## src/hw/rtl/allfp_pkg.sv

```systemverilog
// ----------------------------------------------------------------------------
// allfp_pkg
// Command, status and field definitions shared by the free pool list block.
// ----------------------------------------------------------------------------
package allfp_pkg;

  localparam int unsigned CMD_W  = 3;
  localparam int unsigned POS_W  = 6;
  localparam int unsigned VAL_W  = 32;
  localparam int unsigned STAT_W = 2;
  localparam int unsigned SLOT_W = 6;

  typedef logic [CMD_W-1:0]  cmd_t;
  typedef logic [STAT_W-1:0] status_t;

  localparam cmd_t CMD_AFTER  = 3'd0;
  localparam cmd_t CMD_BEFORE = 3'd1;
  localparam cmd_t CMD_HEAD   = 3'd2;
  localparam cmd_t CMD_TAIL   = 3'd3;
  localparam cmd_t CMD_DEL    = 3'd4;

  localparam status_t ST_OK     = 2'd0;
  localparam status_t ST_ABSENT = 2'd1;
  localparam status_t ST_FULL   = 2'd2;

endpackage

```

## src/hw/rtl/allfp_ram.sv

```systemverilog
// ----------------------------------------------------------------------------
// allfp_ram
// Generic simple dual port RAM, one write port, one read port, registered read.
// ----------------------------------------------------------------------------
module allfp_ram #(
  parameter int unsigned WIDTH = 8,
  parameter int unsigned DEPTH = 64
) (
  input  logic                     clk_i,
  input  logic                     we_i,
  input  logic [$clog2(DEPTH)-1:0] waddr_i,
  input  logic [WIDTH-1:0]         wdata_i,
  input  logic [$clog2(DEPTH)-1:0] raddr_i,
  output logic [WIDTH-1:0]         rdata_o
);

  logic [WIDTH-1:0] mem_q [DEPTH];
  logic [WIDTH-1:0] rdata_q;

  always_ff @(posedge clk_i) begin
    if (we_i) begin
      mem_q[waddr_i] <= wdata_i;
    end
    rdata_q <= mem_q[raddr_i];
  end

  assign rdata_o = rdata_q;

endmodule

```

## src/hw/rtl/array_linked_list_free_pool.sv

```systemverilog
// ----------------------------------------------------------------------------
// array_linked_list_free_pool
// Doubly linked list in slot memories with a sentinel and a free slot chain.
// ----------------------------------------------------------------------------
// A command is taken when start is high and busy is low. An insert runs the
// states RD1, RD2 and WR, a delete RD1 and WR and a rejected command RD1 alone
// before busy falls; the states follow the dependent link reads through the
// single read port of the forward link memory, each read registered. The
// result shows for one cycle with done_o high, rising at the same edge at
// which busy falls, and the receiver cannot stall it. The sentinel links live
// in registers and a fill mark stands in for the untouched part of the free
// chain, so the block is ready right after reset with no clearing pass.
module array_linked_list_free_pool
  import allfp_pkg::*;
#(
  parameter int unsigned SLOTS = 64
) (
  input  logic                     clk_i,
  input  logic                     rst_ni,
  input  logic                     start,
  output logic                     busy,
  input  logic [CMD_W-1:0]         cmd_i,
  input  logic [POS_W-1:0]         position_i,
  input  logic signed [VAL_W-1:0]  value_i,
  output logic                     done_o,
  output logic [STAT_W-1:0]        status_o,
  output logic [SLOT_W-1:0]        slot_o,
  output logic signed [VAL_W-1:0]  removed_value_o
);

  localparam int unsigned IW = $clog2(SLOTS);
  localparam int unsigned CW = ((IW > POS_W) ? IW : POS_W) + 1;

  localparam logic [1:0] S_IDLE = 2'd0;
  localparam logic [1:0] S_RD1  = 2'd1;
  localparam logic [1:0] S_RD2  = 2'd2;
  localparam logic [1:0] S_WR   = 2'd3;

  logic [1:0]       state_q, state_d;
  logic [IW-1:0]    head_q, head_d, tail_q, tail_d;
  logic [IW-1:0]    free_head_q, free_head_d;
  logic [IW:0]      fill_q, fill_d;
  logic [IW-1:0]    anchor_q, anchor_d, fresh_q, fresh_d;

  cmd_t             cmd_q;
  logic [IW-1:0]    pos_idx_q;
  logic             pos_zero_q, in_range_q;
  logic [VAL_W-1:0] value_q;

  logic             done_q, done_d;
  status_t          status_q, status_d;
  logic [SLOT_W-1:0] slot_q, slot_d;
  logic [VAL_W-1:0] removed_q, removed_d;

  logic [CW-1:0]    pos_ext_i;
  logic [IW-1:0]    pos_idx_i;
  logic             accept;

  logic             fwd_we, bwd_we, inuse_we, val_we;
  logic [IW-1:0]    fwd_wa, bwd_wa, inuse_wa, val_wa;
  logic [IW-1:0]    fwd_wd, bwd_wd;
  logic             inuse_wd;
  logic [IW-1:0]    fwd_ra, fwd_ra_q;
  logic [IW-1:0]    fwd_rdata, bwd_rdata;
  logic             inuse_rdata;
  logic [VAL_W-1:0] val_rdata;

  logic [IW-1:0]    fwd_rv, bwd_rv, anchor_sel;
  logic             inuse_rv, present, pos_untouched;
  logic             is_ins, is_del, absent;

  assign busy      = (state_q != S_IDLE);
  assign accept    = start && !busy;
  assign pos_ext_i = CW'(position_i);
  assign pos_idx_i = pos_ext_i[IW-1:0];

  allfp_ram #(.WIDTH(IW), .DEPTH(SLOTS)) u_fwd_ram (
    .clk_i, .we_i(fwd_we), .waddr_i(fwd_wa), .wdata_i(fwd_wd),
    .raddr_i(fwd_ra), .rdata_o(fwd_rdata)
  );

  allfp_ram #(.WIDTH(IW), .DEPTH(SLOTS)) u_bwd_ram (
    .clk_i, .we_i(bwd_we), .waddr_i(bwd_wa), .wdata_i(bwd_wd),
    .raddr_i(pos_idx_i), .rdata_o(bwd_rdata)
  );

  allfp_ram #(.WIDTH(1), .DEPTH(SLOTS)) u_inuse_ram (
    .clk_i, .we_i(inuse_we), .waddr_i(inuse_wa), .wdata_i(inuse_wd),
    .raddr_i(pos_idx_i), .rdata_o(inuse_rdata)
  );

  allfp_ram #(.WIDTH(VAL_W), .DEPTH(SLOTS)) u_val_ram (
    .clk_i, .we_i(val_we), .waddr_i(val_wa), .wdata_i(value_q),
    .raddr_i(pos_idx_i), .rdata_o(val_rdata)
  );

  // slots at or above the fill mark still hold their reset links
  always_comb begin
    if (fwd_ra_q == '0) begin
      fwd_rv = head_q;
    end else if ({1'b0, fwd_ra_q} >= fill_q) begin
      fwd_rv = (fwd_ra_q == IW'(SLOTS - 1)) ? '0 : fwd_ra_q + 1'b1;
    end else begin
      fwd_rv = fwd_rdata;
    end
  end

  assign pos_untouched = ({1'b0, pos_idx_q} >= fill_q);
  assign bwd_rv   = pos_zero_q ? tail_q : (pos_untouched ? '0 : bwd_rdata);
  assign inuse_rv = pos_zero_q ? 1'b1 : (pos_untouched ? 1'b0 : inuse_rdata);
  assign present  = in_range_q && inuse_rv;

  assign is_ins = (cmd_q == CMD_AFTER) || (cmd_q == CMD_BEFORE) ||
                  (cmd_q == CMD_HEAD) || (cmd_q == CMD_TAIL);
  assign is_del = (cmd_q == CMD_DEL);
  assign absent = (((cmd_q == CMD_AFTER) || (cmd_q == CMD_BEFORE)) && !present) ||
                  (is_del && (!present || pos_zero_q)) || (!is_ins && !is_del);

  always_comb begin
    case (cmd_q)
      CMD_AFTER:  anchor_sel = pos_idx_q;
      CMD_BEFORE: anchor_sel = bwd_rv;
      CMD_TAIL:   anchor_sel = tail_q;
      default:    anchor_sel = '0;
    endcase
  end

  always_comb begin
    state_d     = state_q;
    head_d      = head_q;
    tail_d      = tail_q;
    free_head_d = free_head_q;
    fill_d      = fill_q;
    anchor_d    = anchor_q;
    fresh_d     = fresh_q;
    done_d      = 1'b0;
    status_d    = status_q;
    slot_d      = slot_q;
    removed_d   = removed_q;
    fwd_we      = 1'b0;
    fwd_wa      = '0;
    fwd_wd      = '0;
    bwd_we      = 1'b0;
    bwd_wa      = '0;
    bwd_wd      = '0;
    inuse_we    = 1'b0;
    inuse_wa    = '0;
    inuse_wd    = 1'b0;
    val_we      = 1'b0;
    val_wa      = '0;
    fwd_ra      = fwd_ra_q;
    case (state_q)
      S_IDLE: begin
        fwd_ra = (cmd_i == CMD_DEL) ? pos_idx_i : free_head_q;
        if (accept) begin
          state_d = S_RD1;
        end
      end
      S_RD1: begin
        if (absent || (is_ins && (free_head_q == '0))) begin
          done_d    = 1'b1;
          status_d  = absent ? ST_ABSENT : ST_FULL;
          slot_d    = '0;
          removed_d = '0;
          state_d   = S_IDLE;
        end else if (is_ins) begin
          anchor_d    = anchor_sel;
          fresh_d     = free_head_q;
          free_head_d = fwd_rv;
          if ({1'b0, free_head_q} == fill_q) begin
            fill_d = fill_q + 1'b1;
          end
          fwd_ra  = anchor_sel;
          state_d = S_RD2;
        end else begin
          // unlink: prev.fwd = next, next.bwd = prev
          if (bwd_rv == '0) begin
            head_d = fwd_rv;
          end else begin
            fwd_we = 1'b1;
            fwd_wa = bwd_rv;
            fwd_wd = fwd_rv;
          end
          if (fwd_rv == '0) begin
            tail_d = bwd_rv;
          end else begin
            bwd_we = 1'b1;
            bwd_wa = fwd_rv;
            bwd_wd = bwd_rv;
          end
          inuse_we  = 1'b1;
          inuse_wa  = pos_idx_q;
          inuse_wd  = 1'b0;
          removed_d = val_rdata;
          anchor_d  = pos_idx_q;
          state_d   = S_WR;
        end
      end
      S_RD2: begin
        fwd_we = 1'b1;
        fwd_wa = fresh_q;
        fwd_wd = fwd_rv;
        if (fwd_rv == '0) begin
          tail_d = fresh_q;
        end else begin
          bwd_we = 1'b1;
          bwd_wa = fwd_rv;
          bwd_wd = fresh_q;
        end
        inuse_we = 1'b1;
        inuse_wa = fresh_q;
        inuse_wd = 1'b1;
        val_we   = 1'b1;
        val_wa   = fresh_q;
        state_d  = S_WR;
      end
      S_WR: begin
        done_d   = 1'b1;
        status_d = ST_OK;
        state_d  = S_IDLE;
        bwd_we   = 1'b1;
        if (is_ins) begin
          if (anchor_q == '0) begin
            head_d = fresh_q;
          end else begin
            fwd_we = 1'b1;
            fwd_wa = anchor_q;
            fwd_wd = fresh_q;
          end
          bwd_wa    = fresh_q;
          bwd_wd    = anchor_q;
          slot_d    = SLOT_W'(fresh_q);
          removed_d = '0;
        end else begin
          // push the deleted slot onto the free chain
          fwd_we      = 1'b1;
          fwd_wa      = anchor_q;
          fwd_wd      = free_head_q;
          bwd_wa      = anchor_q;
          bwd_wd      = '0;
          free_head_d = anchor_q;
          slot_d      = '0;
        end
      end
      default: begin
        state_d = S_IDLE;
      end
    endcase
  end

  always_ff @(posedge clk_i or negedge rst_ni) begin
    if (!rst_ni) begin
      state_q     <= S_IDLE;
      head_q      <= '0;
      tail_q      <= '0;
      free_head_q <= IW'(1);
      fill_q      <= (IW+1)'(1);
      done_q      <= 1'b0;
    end else begin
      state_q     <= state_d;
      head_q      <= head_d;
      tail_q      <= tail_d;
      free_head_q <= free_head_d;
      fill_q      <= fill_d;
      done_q      <= done_d;
    end
  end

  always_ff @(posedge clk_i) begin
    if (accept) begin
      cmd_q      <= cmd_i;
      pos_idx_q  <= pos_idx_i;
      pos_zero_q <= (position_i == '0);
      in_range_q <= (pos_ext_i < CW'(SLOTS));
      value_q    <= value_i;
    end
    fwd_ra_q  <= fwd_ra;
    anchor_q  <= anchor_d;
    fresh_q   <= fresh_d;
    status_q  <= status_d;
    slot_q    <= slot_d;
    removed_q <= removed_d;
  end

  assign done_o          = done_q;
  assign status_o        = status_q;
  assign slot_o          = slot_q;
  assign removed_value_o = removed_q;

  // a result beat only follows the end of a command
  assert property (@(posedge clk_i) disable iff (!rst_ni) done_o |-> !busy)
    else $error("result beat while a command is in progress");

  assert property (@(posedge clk_i) disable iff (!rst_ni)
      (done_o && (status_o != ST_OK)) |-> ((slot_o == '0) && (removed_value_o == '0)))
    else $error("rejected command carries a slot or value");

  assert property (@(posedge clk_i) disable iff (!rst_ni)
      (fill_q <= (IW+1)'(SLOTS)) && ({1'b0, free_head_q} <= fill_q))
    else $error("free chain head beyond fill mark");

  assert property (@(posedge clk_i) disable iff (!rst_ni)
      (state_q == S_RD2) |-> ((fresh_q != '0) && (fresh_q != anchor_q)))
    else $error("insert allocates sentinel or anchor slot");

endmodule

```

## config.mk

```make
export PLATFORM = sky130hd
export DESIGN_NAME = array_linked_list_free_pool
export DESIGN_NICKNAME = d
export VERILOG_FILES = /design/src/hw/rtl/allfp_pkg.sv /design/src/hw/rtl/allfp_ram.sv /design/src/hw/rtl/array_linked_list_free_pool.sv
export SDC_FILE = /design/constraint.sdc
export NUM_CORES = 2
export LEC_CHECK = 0
export ABC_CLOCK_PERIOD_IN_PS = 4800
export BUFFER_PORTS_ARGS = -buffer_cell sky130_fd_sc_hd__buf_2
export CAP_MARGIN = 10
export CORE_UTILIZATION = 57
export CTS_BUF_LIST = sky130_fd_sc_hd__clkbuf_16
export DETAILED_ROUTE_END_ITERATION = 10
export GPL_TIMING_DRIVEN = 0
export HOLD_SLACK_MARGIN = 0.1
export PLACE_DENSITY = 0.76
export SLEW_MARGIN = 5
export SYNTH_ARGS = -nofsm -noshare
export SYNTH_HDL_FRONTEND = slang
export SYNTH_SLANG_ARGS = --single-unit
```

## constraint.sdc

```tcl
create_clock -name clk_i -period 4.8 [get_ports clk_i]
set_input_delay 0.72 -clock clk_i [delete_from_list [all_inputs] [get_ports clk_i]]
set_output_delay 0.72 -clock clk_i [all_outputs]
set_load 0.02 [all_outputs]
```

# [After elaboration in Yosys (flattened, before gate mapping)]
# Memories as Yosys holds them, arrays and structs flattened. A register that Yosys moved wholly into a read port is not among the register bits.
# Cells that the tools add are included.
[classes] add_sub_neg=2 n_mul=0 div_mod_pow=0 magnitude_cmp=3 eq_ne=22 n_shift=0 muxes=93 bitwise=1 reduce_logical=36
[op_table] cell="two-way mux 6 bit" count=45
[op_table] cell="two-way mux 32 bit" count=3
[op_table] cell="one-hot mux 6 bit (3 select lines)" count=5
[op_table] cell="one-hot mux 6 bit (2 select lines)" count=6
[op_table] cell="one-hot mux 32 bit (2 select lines)" count=1
[op_table] cell="zero test 6 bit" count=6
[op_table] cell="two-way mux 1 bit" count=23
[op_table] cell="!= test 2 bit, second input constant" count=11
[op_table] cell=">= comparator 6 x 7 -> 1 bit" count=2
[op_table] cell="two-way mux 2 bit" count=4
[op_table] cell="one-hot mux 2 bit (4 select lines)" count=1
[op_table] cell="AND reduction 4 bit" count=2
[op_table] cell="adder 7 x 1 -> 7 bit, second input constant" count=1
[op_table] cell="equality test 6 x 7 -> 1 bit" count=1
[op_table] cell="logical OR 1 bit" count=7
[op_table] cell="< comparator 6 x 7 -> 1 bit, second input constant" count=1
[op_table] cell="adder 6 x 1 -> 6 bit, second input constant" count=1
[op_table] cell="equality test 3 x 2 -> 1 bit, second input constant" count=2
[op_table] cell="equality test 3 bit, second input constant" count=2
[op_table] cell="equality test 6 bit, second input constant" count=1
[op_table] cell="logical AND 1 bit" count=6
[op_table] cell="one-hot mux 1 bit (3 select lines)" count=2
[op_table] cell="AND reduction 3 bit" count=2
[op_table] cell="AND reduction 6 bit" count=1
[op_table] cell="13 further kinds" count=21
[word_totals] regBits=129 latchBits=0 ram_bits=2880 rom_bits=0 in_bits=44 out_inout_bits=42 wordCells=178 mem_count=4
[mem_list] memory="u_val_ram.mem_q" words=64 width=32 read_ports=1 rd_ports_with_merged_regs=1 wr=1 line="allfp_ram.sv:17" text="logic [WIDTH-1:0] mem_q [DEPTH];"
[mem_list] memory="u_bwd_ram.mem_q" words=64 width=6 read_ports=1 rd_ports_with_merged_regs=1 wr=1 line="allfp_ram.sv:17"
[mem_list] memory="u_fwd_ram.mem_q" words=64 width=6 read_ports=1 rd_ports_with_merged_regs=1 wr=1 line="allfp_ram.sv:17"
[mem_list] memory="u_inuse_ram.mem_q" words=64 width=1 read_ports=1 rd_ports_with_merged_regs=1 wr=1 line="allfp_ram.sv:17"

# [Logic depth before layout (Yosys ltp)]
[depth] word_depth=14 depth_mapped=19 depth_no_buf=15

# [Hierarchy]
# A second synthesis with hierarchy kept.
[unflattened] hier_cells=5550 hier_area_um2=118327.2
[by_module_without_submodules] module="allfp_ram at u_val_ram" instances=1 cells_each=3324 area_each_um2=78515.3 seq_area_each_um2=62139.6
[by_module_without_submodules] module="allfp_ram at u_fwd_ram" instances=1 cells_each=720 area_each_um2=15225.9 seq_area_each_um2=11651.2
[by_module_without_submodules] module="allfp_ram at u_bwd_ram" instances=1 cells_each=727 area_each_um2=15177.1 seq_area_each_um2=11651.2
[by_module_without_submodules] module="array_linked_list_free_pool" instances=1 cells_each=575 area_each_um2=6495.0 seq_area_each_um2=3646.0
[by_module_without_submodules] module="allfp_ram at u_inuse_ram" instances=1 cells_each=204 area_each_um2=2914.0 seq_area_each_um2=1941.9

# [Least setup slack after synthesis]
# OpenSTA, ideal clock, no wires.
[synth_path] path_type="flip-flop to flip-flop" start="register fill_q[0]" end="memory u_bwd_ram.mem_q[0][1] (netlist bit) (data pin)" setup_time_ns=0.548 t_arrival_ns=4.323 t_required_ns=4.252 setup_slack_ns=-0.071 path_stages_with_launch=13 path_buffers=1 synth_period_minus_slack_ns=4.871 cell_sequence="dfstp_2 > ha_1 > nand2b_1 > a21o_1 > a21o_1 > a21oi_2 > o311ai_4 > mux2i_1 > o21ai_0 > or2_2 > clkbuf_1 > o21ai_0 > a21oi_1"
[synth_between] elab_chain_cells=12 word_cells_on_any_way=22 classes_between="order compare (2); mux (11); reduce/logical (9)"
[synth_rtl] element="start: declaration" line="array_linked_list_free_pool.sv:42" text="logic [IW:0] fill_q, fill_d;"
[synth_rtl] element="start signal: assignment" line="array_linked_list_free_pool.sv:257" text="fill_q <= (IW+1)'(1);"
[synth_rtl] element="start signal: assignment" line="array_linked_list_free_pool.sv:264" text="fill_q <= fill_d;"
[synth_rtl] element=">= comparator 6 x 7 -> 1 bit" line="array_linked_list_free_pool.sv:108" text="assign pos_untouched = ({1'b0, pos_idx_q} >= fill_q);"
[synth_rtl] element="two-way mux 1 bit (2 in series)" line="array_linked_list_free_pool.sv:110" text="assign inuse_rv = pos_zero_q ? 1'b1 : (pos_untouched ? 1'b0 : inuse_rdata);"
[synth_rtl] element="logical AND 1 bit" line="array_linked_list_free_pool.sv:111" text="assign present = in_range_q && inuse_rv;"
[synth_rtl] element="zero test 1 bit" line="array_linked_list_free_pool.sv:116, array_linked_list_free_pool.sv:117"
[synth_rtl] element="logical OR 1 bit" line="array_linked_list_free_pool.sv:117" text="(is_del && (!present || pos_zero_q)) || (!is_ins && !is_del);"
[synth_rtl] element="logical AND 1 bit" line="array_linked_list_free_pool.sv:117"
[synth_rtl] element="logical OR 1 bit" line="array_linked_list_free_pool.sv:116" text="assign absent = (((cmd_q == CMD_AFTER) || (cmd_q == CMD_BEFORE)) && !present) ||"
[synth_rtl] element="logical OR 1 bit" line="array_linked_list_free_pool.sv:117"
[synth_rtl] element="logical OR 1 bit" line="array_linked_list_free_pool.sv:160" text="if (absent || (is_ins && (free_head_q == '0))) begin"
[synth_rtl] element="two-way mux 6 bit" line="array_linked_list_free_pool.sv:160"
[synth_rtl] element="one-hot mux 6 bit (3 select lines) *" line="array_linked_list_free_pool.sv:152" text="case (state_q)"
[synth_rtl] element="net bwd_wd[1]" line="array_linked_list_free_pool.sv:61" text="logic [IW-1:0] fwd_wd, bwd_wd;"
[synth_rtl] element="end: declaration" line="allfp_ram.sv:17"
# The timed path passes the listed nets; every way through them passes the cells marked *.

==> flow_summary.ini <==
[run_status]
outcome = finished with violations
violations = negative setup slack

[logic_synthesis]
ys_ff_latch = 3053
syn-cell-area_um2 = 118800
synthesis.nets = 6008
synth_area_per_cell_um2 = 19.98
ys_async_sr_fraction_pct = 0.9171
yosysUniqueCellTypes = 88
synth_edf_count = 2974
ys_warn_count = 0
yosysSeqAreaShare_pct = 76.65
synth_cells = 5944
ys.flop_type = edfxtp_1

[critical_path]
r2r-start = pos_idx_q[0]
crit_start = position_i[1]
critPathMaxFanout = 11
crit_end = u_bwd_ram.rdata_o[2]
r2r_end = u_bwd_ram.mem_q[4][3]
start_kind = primary input
arrival_ns = 5.76
path_class = primary input to flop
worstPathRequired_ns = 5.52
ff2ff_path_depth = 11
reg2reg_slack_ns = -0.18
endpoint_kind = flop

[clocking]
clockBufferDepth = 4
cts_made_buffers = 315
clock_latency_ns = 0.99
cts-root-buf = clkbuf_16
cts_tree = done
htreeDepth = 5
clk_pin_slew_ns = 0.06
clock-sinks = 3053

[global_route]
grt_pass1_wl_um = 488300
overflow = 0
grt_pass1_vias = 65590
grt_max_degree = 68
grt.total_usage_pct = 33.57
antenna_found_initial = 15

[timing]
relSlewSlack_pct = 3.233
rsz0062_at_grt = true
hold_violations = 0
tightest_slew_ns = 1.452
setup_tns_ns = -23.10
finalWorstSetupSlack_ns = -0.2378
slew_viol_final = 0
timing.hold.ws_ns = 0.1483
skew_ns = 0.06704
finalCritPeriodShare_pct = 105.0
setup_viol = 380
fmax_mhz = 198.5
fin_crit_ns = 5.038

[power_and_ir_drop]
max-vdd-ir-drop_mv = 0.4361
leakagePower_nw = 44.55
power.density_nw_per_um2 = 496.0

[drt]
dr.first_iter.drc_count = 11350
vias = 66530
drc = 0
drt_first_pass_iters = 8
antenna_left = 0
avgViaCountPerCell = 6.951
drt-total-wl_um = 352900
wl_per_cell_um = 36.87

[floorplan]
dieArea_um2 = 210200
start_util_pct = 57.35
rows = 167
core-area_um2 = 207100
die_y_um = 458.5
die_w_um = 458.5
io_pins = 86

[min_path]
hold_class = primary input to flop

[placement]
hpwl_um = 230000
pre_cts_ws_ns = -2.312
gp_congestion = 0.9617
dpl_cell_area_um2 = 126800
portBuffers = 85

[cells_and_area]
synthToLayoutAreaGrowth_pct = 15.99
nets = 6620
drive_gt1_share_pct = 25.81
fin_area_um2 = 137800
post-route-util_pct = 66.52

[flow_run]
cap_violations = 0
-- cells by family after synthesis --
group / after synthesis / synth area share, %
AO/OA/AOI/OAI: 643 / 3.720
flip-flops: 3053 / 76.65
XOR/XNOR: 14 / 0.1032
AND/OR/NAND/NOR: 818 / 2.986
buffers and inverters: 352 / 1.338
multiplexers: 1044 / 14.99
adder cells (fa/ha/maj): 20 / 0.2107
-- worst min path at each step --
| stage | startpoint | to | slack (ns) | depth (start not counted) |
|---|---|---|---|---|
| 2_1_floorplan | rst_ni | asynchronous set/reset pin | 0.42 | 0 |
| 3_3_place_gp | head_q[1] | head_q[1] | 0.48 | 1 |
| 3_5_place_dp | head_q[1] | head_q[1] | 0.49 | 1 |
| 4_1_cts | position_i[3] | pos_idx_q[3] | 0.10 | 1 |
| 5_1_grt | position_i[3] | pos_idx_q[3] | 0.1 | 1 |
| 6_report | position_i[3] | pos_idx_q[3] | 0.15 | 1 |
-- layout by cell type (no fill, tap or decap), types with 40 or more instances in the layout --
cell       synthesis  final
a21oi_1          187    182
a221o_1           65     65
and2_1            41     40
buf_1             72     52
buf_12             4     88
buf_16             0     54
buf_2             72    163
clkbuf_1         159    140
clkbuf_16          0    321
clkinv_1           0     70
clkinv_2           0     43
dfxtp_1           51     51
edfxtp_1        2974   2974
inv_1             24     88
mux2_2           103    103
mux2i_1          357    357
mux4_2           575    575
nand2_1          228    216
nor2_1           410    215
nor2_2             0     68
nor2_4             0    127
o21ai_0           65     63
o22ai_1          126    125
-- routing by layer --
metal / vias to the layer above / global-route usage [%] / routed length (um)
li1: 25730 / - / -
met1: 34080 / 41.94 / 116300
met2: 5598 / 52.37 / 166100
met3: 1110 / 10.26 / 46620
met4: 16 / 19.29 / 23810
met5: - / 0 / 99
-- worst max-delay path, stage by stage --
cell	delay (ns)
buf_2	0.35
clkbuf_2	0.53
clkbuf_1	0.69
nand2_2	0.62
clkbuf_1	0.66
clkbuf_1	0.60
o221ai_1	0.37
a221oi_1	0.08
o31ai_1	1.09
-- state kept, by name, summed over array words and instances, names as in the netlist, 7 cells and up, named ones only --
register and flops:
removed_value_o 32, u_val_ram.rdata_o 32, u_fwd_ram.mem_q 384, fill_q 7, u_bwd_ram.mem_q 384, u_inuse_ram.mem_q 64, value_q 32, u_val_ram.mem_q 2048
-- final cells by class --
class / instances / area, um2
inverters: 27 / 101.3
well taps: 2788 / 3488
clock buffers: 321 / 8033
flip-flops and latches: 3053 / 91030
multi-input cells: 2539 / 27540
repair buffers: 297 / 4488
plain buffers: 323 / 1563
clock inverters: 216 / 1485
fillers: 12670 / 69320
diodes: 8 / 20.02
-- through the flow --
stage	instances	total power [mW]
after floorplan	5944	39.33
after global placement	8817	43.85
after detailed placement	8979	44.86
after CTS	9553	67.69
after global routing	9565	69.76
final	9572	68.33
-- repair_timing --
item / CTS / global route
pin swaps: 0 / 0
setup endpoints to repair: 513 / 880
hold endpoints to repair: 63 / 0
buffers inserted: 0 / 1
hold buffers: 38 / 0
cloned: 0 / 0
gates resized for setup: 131 / 136
-- where the power goes --
part / internal (mW) / switching [mW]
Sequential: 31.2 / 0.634
Combinational: 4.32 / 8.97
Clock: 13.1 / 10.1
Total: 48.6 / 19.7
-- cells in the mapped netlist, types with 24 or more instances --
cell      number  area (um2)
a21oi_1      187       935.9
a221o_1       65       650.6
a221oi_1      42       367.9
and2_1        41       256.5
buf_1         72       270.3
buf_2         72       360.4
clkbuf_1     159       596.8
dfrtp_1       26       650.6
dfxtp_1       51        1021
edfxtp_1    2974       89310
inv_1         24       90.09
mux2_2       103        1160
mux2i_1      357        3573
mux4_2       575       12950
nand2_1      228       855.8
nand3_1       28       140.1
nor2_1       410        1539
o21ai_0       65       325.3
o221ai_1      32       280.3
o22ai_1      126       788.3
(Power assumes the default switching activity.)
